## src/rtl/ptcs_pkg.sv

```systemverilog
// Shared types and constants for the peer table closest-select block.
`timescale 1ns / 1ps
`default_nettype none
package ptcs_pkg;

  localparam logic [63:0] FNV_BASIS       = 64'hcbf29ce484222325;
  // FNV prime is 2^40 + 0x1b3
  localparam int          FNV_PRIME_SHIFT = 40;
  localparam logic [63:0] FNV_PRIME_LO    = 64'h0000_0000_0000_01b3;
  localparam logic [5:0]  RESULT_CAP      = 6'd32;
  localparam logic [2:0]  HASH_BYTES      = 3'd6;

  localparam logic [1:0] CMD_ADD   = 2'd0;
  localparam logic [1:0] CMD_QUERY = 2'd1;
  localparam logic [1:0] CMD_MARK  = 2'd2;

  typedef struct packed {
    logic [1:0]  command;
    logic [31:0] peer_address;
    logic [15:0] peer_port_in;
    logic [63:0] timestamp;
    logic [63:0] target_id;
    logic [5:0]  want_count;
  } ptcs_req_t;

  typedef struct packed {
    logic        added;
    logic        valid_res;
    logic [63:0] result_id;
    logic [31:0] result_address;
    logic [15:0] result_port;
    logic [63:0] result_distance;
    logic        last;
  } ptcs_rsp_t;

  typedef struct packed {
    logic [63:0] id;
    logic [31:0] address;
    logic [15:0] port;
    logic [63:0] seen_time;
  } ptcs_entry_t;

  typedef enum logic [1:0] {
    RESP_NONE,
    RESP_STATUS,
    RESP_PEER
  } ptcs_resp_e;

  typedef struct packed {
    logic       load;
    logic       walk_clr;
    logic       walk_run;
    logic       shift_clr;
    logic       shifting;
    logic       hash_init;
    logic       hash_step;
    logic       write_new;
    logic       write_refresh;
    logic       mark_dead;
    logic       query_init;
    ptcs_resp_e resp;
    logic       added;
  } ptcs_ctl_t;

  typedef struct packed {
    logic walk_done;
    logic hit;
    logic full;
    logic victim;
    logic hash_done;
    logic q_more;
    logic k_zero;
  } ptcs_sts_t;

endpackage
`default_nettype wire

```

## src/rtl/ptcs_ctrl.sv

```systemverilog
// Controller: sequences table walks, eviction, hashing and transaction output.
`timescale 1ns / 1ps
`default_nettype none
module ptcs_ctrl
  import ptcs_pkg::*;
(
  input  wire logic      clk_i,
  input  wire logic      rst_ni,
  input  wire logic      start_i,
  input  wire logic [1:0] cmd_i,
  input  wire ptcs_sts_t sts_i,
  output      ptcs_ctl_t ctl_o,
  output      logic      busy_o
);

  typedef enum logic [2:0] {
    S_IDLE,
    S_FIND,
    S_SHIFT,
    S_HASH,
    S_QCHK,
    S_QSCAN
  } state_e;

  state_e     state_q, state_d;
  logic [1:0] cmd_q, cmd_d;

  always_comb begin
    state_d = state_q;
    cmd_d   = cmd_q;
    ctl_o   = '0;
    ctl_o.resp = RESP_NONE;

    unique case (state_q)
      S_IDLE: begin
        if (start_i) begin
          cmd_d          = cmd_i;
          ctl_o.load     = 1'b1;
          ctl_o.walk_clr = 1'b1;
          unique case (cmd_i)
            CMD_ADD, CMD_MARK: state_d = S_FIND;
            CMD_QUERY: begin
              ctl_o.query_init = 1'b1;
              state_d          = S_QCHK;
            end
            default: ctl_o.resp = RESP_STATUS;
          endcase
        end
      end
      S_FIND: begin
        ctl_o.walk_run = 1'b1;
        if (sts_i.walk_done) begin
          if (cmd_q == CMD_MARK) begin
            ctl_o.mark_dead = sts_i.hit;
            ctl_o.resp      = RESP_STATUS;
            state_d         = S_IDLE;
          end else if (sts_i.hit) begin
            ctl_o.write_refresh = 1'b1;
            ctl_o.resp          = RESP_STATUS;
            state_d             = S_IDLE;
          end else if (!sts_i.full) begin
            ctl_o.hash_init = 1'b1;
            state_d         = S_HASH;
          end else if (sts_i.victim) begin
            ctl_o.shift_clr = 1'b1;
            state_d         = S_SHIFT;
          end else begin
            ctl_o.resp = RESP_STATUS;
            state_d    = S_IDLE;
          end
        end
      end
      S_SHIFT: begin
        ctl_o.shifting = 1'b1;
        ctl_o.walk_run = 1'b1;
        if (sts_i.walk_done) begin
          ctl_o.hash_init = 1'b1;
          state_d         = S_HASH;
        end
      end
      S_HASH: begin
        if (sts_i.hash_done) begin
          ctl_o.write_new = 1'b1;
          ctl_o.resp      = RESP_STATUS;
          ctl_o.added     = 1'b1;
          state_d         = S_IDLE;
        end else begin
          ctl_o.hash_step = 1'b1;
        end
      end
      S_QCHK: begin
        if (sts_i.q_more) begin
          ctl_o.walk_clr = 1'b1;
          state_d        = S_QSCAN;
        end else begin
          if (sts_i.k_zero) begin
            ctl_o.resp = RESP_STATUS;
          end
          state_d = S_IDLE;
        end
      end
      S_QSCAN: begin
        ctl_o.walk_run = 1'b1;
        if (sts_i.walk_done) begin
          ctl_o.resp = RESP_PEER;
          state_d    = S_QCHK;
        end
      end
      default: state_d = S_IDLE;
    endcase
  end

  always_ff @(posedge clk_i or negedge rst_ni) begin
    if (!rst_ni) begin
      state_q <= S_IDLE;
      cmd_q   <= CMD_ADD;
    end else begin
      state_q <= state_d;
      cmd_q   <= cmd_d;
    end
  end

  assign busy_o = (state_q != S_IDLE);

  a_no_start_busy: assert property (@(posedge clk_i) disable iff (!rst_ni)
    (state_q != S_IDLE) |-> !ctl_o.load)
    else $error("request loaded while busy");

  a_shift_full: assert property (@(posedge clk_i) disable iff (!rst_ni)
    (state_q == S_SHIFT) |-> sts_i.full)
    else $error("eviction shift on a table that is not full");

  a_one_write: assert property (@(posedge clk_i) disable iff (!rst_ni)
    $countones({ctl_o.write_new, ctl_o.write_refresh, ctl_o.mark_dead}) <= 1)
    else $error("conflicting table updates");

endmodule
`default_nettype wire

```

## config.mk

```make
export PLATFORM = sky130hd
export DESIGN_NAME = ptcs_ctrl
export DESIGN_NICKNAME = d
export VERILOG_FILES = /design/src/rtl/ptcs_pkg.sv /design/src/rtl/ptcs_ctrl.sv
export SDC_FILE = /design/constraint.sdc
export NUM_CORES = 1
export LEC_CHECK = 0
export BUFFER_PORTS_ARGS = -buffer_cell sky130_fd_sc_hd__buf_4
export CORE_UTILIZATION = 38
export CTS_CLUSTER_SIZE = 28
export DETAILED_ROUTE_END_ITERATION = 8
export GPL_TIMING_DRIVEN = 0
export PLACE_DENSITY = 0.72
export SLEW_MARGIN = 20
export SYNTH_ARGS = -nofsm -noshare
export SYNTH_HDL_FRONTEND = slang
export SYNTH_SLANG_ARGS = --single-unit
```

## constraint.sdc

```tcl
create_clock -name clk_i -period 1.5 [get_ports clk_i]
set_clock_uncertainty 0.1 [all_clocks]
set_input_delay 0.15 -clock clk_i [delete_from_list [all_inputs] [get_ports clk_i]]
set_output_delay 0.15 -clock clk_i [all_outputs]
set_load 0.03 [all_outputs]
```

==> results.cfg <==
[status]
status = finished, violations left
violations = setup timing

[synth]
postSynthAreaPerCell_um2 = 8.33
async_flop_share_pct = 100
mappedNetlistArea_um2 = 517
netlist_instances = 62
yosysTopAreaCellShare_pct = 24.2
syn_nets = 74
synth-seq-area-share_pct = 24.2
synth_common_cells = nor2_1, nand2_1, dfrtp_1
ys_top_cells_by_area = dfrtp_1, nor2_1, nand2_1
ys_ff_latch = 5
yosys_warnings = 0
yosysMostFrequentCell = nor2_1
synth_edf_count = 0
synth_flop_cell = dfrtp_1
synth_cell_type_count = 33
synth_largest_area_cell = dfrtp_1

[sta]
worst_slack_ns = -0.308
period_share_pct = 121
worstMarginPinSlew_ns = 0.312
holdWs_ns = 0.120
setup_viol = 18
rsz0062_at_grt = true
hold_violations = 0
period_minus_slack_ns = 1.81
fmax_ghz = 0.553
setup_tns_ns = -3.18
drv_slew = 0
slew_headroom_pct = 79.1

[floorplan]
fp.dieH_um = 38.9
ios = 27
rows = 12
coreArea_mm2 = 0.00119
start_util_pct = 43.6
dieArea_mm2 = 0.00151
die_w_um = 38.9

[setup_path]
cp-end-kind = output port
crit_required_ns = 1.25
setup.worst_path.start_class = flip-flop
critPathArrivalTime_ns = 1.56
r2r_cells = 5
crit_type = reg2out
path_max_fanout = 5

[detailed_routing]
ant_nets = 0
drt_iter0_drc = 12
drt-total-wl_um = 2580
post_drt_wl_per_cell_um = 21.3
firstDrtPassIters = 4
drc = 0
vias_per_cell = 5.78
vias = 699

[run]
maxCapViolations = 0

[place]
placed_cells = 102
port-buffer-count = 26
place_hpwl_um = 1060
gp_congestion = 0.799

[global_route]
grt.total_usage_pct = 32.1
grt_pass1_wl_um = 3130
grt_pass1_vias = 681
grt_max_degree = 7
gr-total-overflow = 0
grt_antenna_before_repair = 0

[finish]
diodes = 0
drive_gt1_share_pct = 77.6
syn_to_final_growth_pct = 119
final_util_pct = 95.4
seqCellArea_um2 = 126
multi_input_area_um2 = 510
stdcell_count = 121
nNetsFinal = 120
fillCellCount = 27

[clock_tree]
path_clk_slew_ns = 0.04
h-tree-depth = 1
clk_path_buf_depth = 2
tritoncts = yes
cts_made_buffers = 3
clk_root_buffer_cell = clkbuf_4
clock_latency_ns = 0.24
cts.sinks = 5

[power]
irDropWorstVdd_mv = 1.48
p_total_w = 0.00239
leakagePower_nw = 0.527
power_density_mw_per_mm2 = 2110

[min_path]
worstHoldPathType = in2reg
hold_path_depth = 2
worst max-delay path: stages (launching register included):
cell	delay [ns]
dfrtp_1	0.42
buf_6	0.16
nor3_4	0.22
and2_4	0.20
a311oi_2	0.11
nand2_2	0.08
buf_6	0.13
power breakdown:
part | internal, W | switching (W)
registers | 0.000203 | 0.0000767
logic | 0.000965 | 0.000991
clock network | 0.000100 | 0.0000510
total | 0.00127 | 0.00112
layout make-up:
cell class                      count  share of cell area [%]
Clock buffer                        4                    2.32
Timing Repair Buffer               42                    34.8
Inverter                            3                   0.996
Buffer                              4                    3.98
Sequential cell                     5                    11.2
Multi-Input combinational cell     49                    45.1
Tap cell                           14                    1.55
flip-flops by register name (all words and copies together) (netlist names):
register	cells
cmd_q	2
state_q	3
kinds of logic after synthesis:
family          synth area share (%)
flops                           24.2
buf+inv                         8.72
simple gates                    37.5
compound gates                  21.3
mux                             8.23
what timing repair did:
item / in CTS / in global routing
setup endpoints to repair: 18 / 19
cloned: 0 / 0
pin swaps: 12 / 11
hold endpoints to repair: 5 / 0
buffers inserted: 14 / 1
hold buffers: 1 / 0
gates resized for setup: 44 / 12
per-layer routing:
layer,global-route usage [%],vias to the layer above,part of all wire [%]
met5,0,-,0
met4,25.0,0,2.9
met3,6.94,8,4.6
met2,52.1,41,55
met1,35.8,333,38
li1,-,317,-
through the flow:
stage	setup WS [ns]	instance area (um2)
global placement	-0.192	761
floorplan	-0.0954	548
finish	-0.308	1130
global route	-0.346	1130
CTS	-0.251	1070
detailed placement	-0.205	761
path summary, 6_finish.rpt:
path	startpoint	to	slack [ns]
max	state_q[1]	ctl_o[1]	-0.31
min	cmd_i[0]	cmd_q[0]	0.12
max reg2reg	state_q[1]	state_q[1]	-0.22
min reg2reg	cmd_q[1]	cmd_q[1]	0.43
max in group asynchronous	rst_ni	state_q[0]	1.03
min in group asynchronous	rst_ni	state_q[1]	0.16
layout by cell type, fill, tap and decap left out, types with 2 or more instances in the layout:
| cell | instances |
|---|---|
| nand2_4 | 2 |
| nor2_1 | 2 |
| nor4b_2 | 2 |
| nand2_2 | 2 |
| clkbuf_4 | 3 |
| buf_4 | 23 |
| nor2_2 | 2 |
| nor2_4 | 4 |
| inv_1 | 2 |
| buf_6 | 21 |
| nand2b_4 | 3 |
| nand2_1 | 3 |
| dfrtp_1 | 4 |
| mux2_4 | 2 |
(Power assumes the default switching activity.)
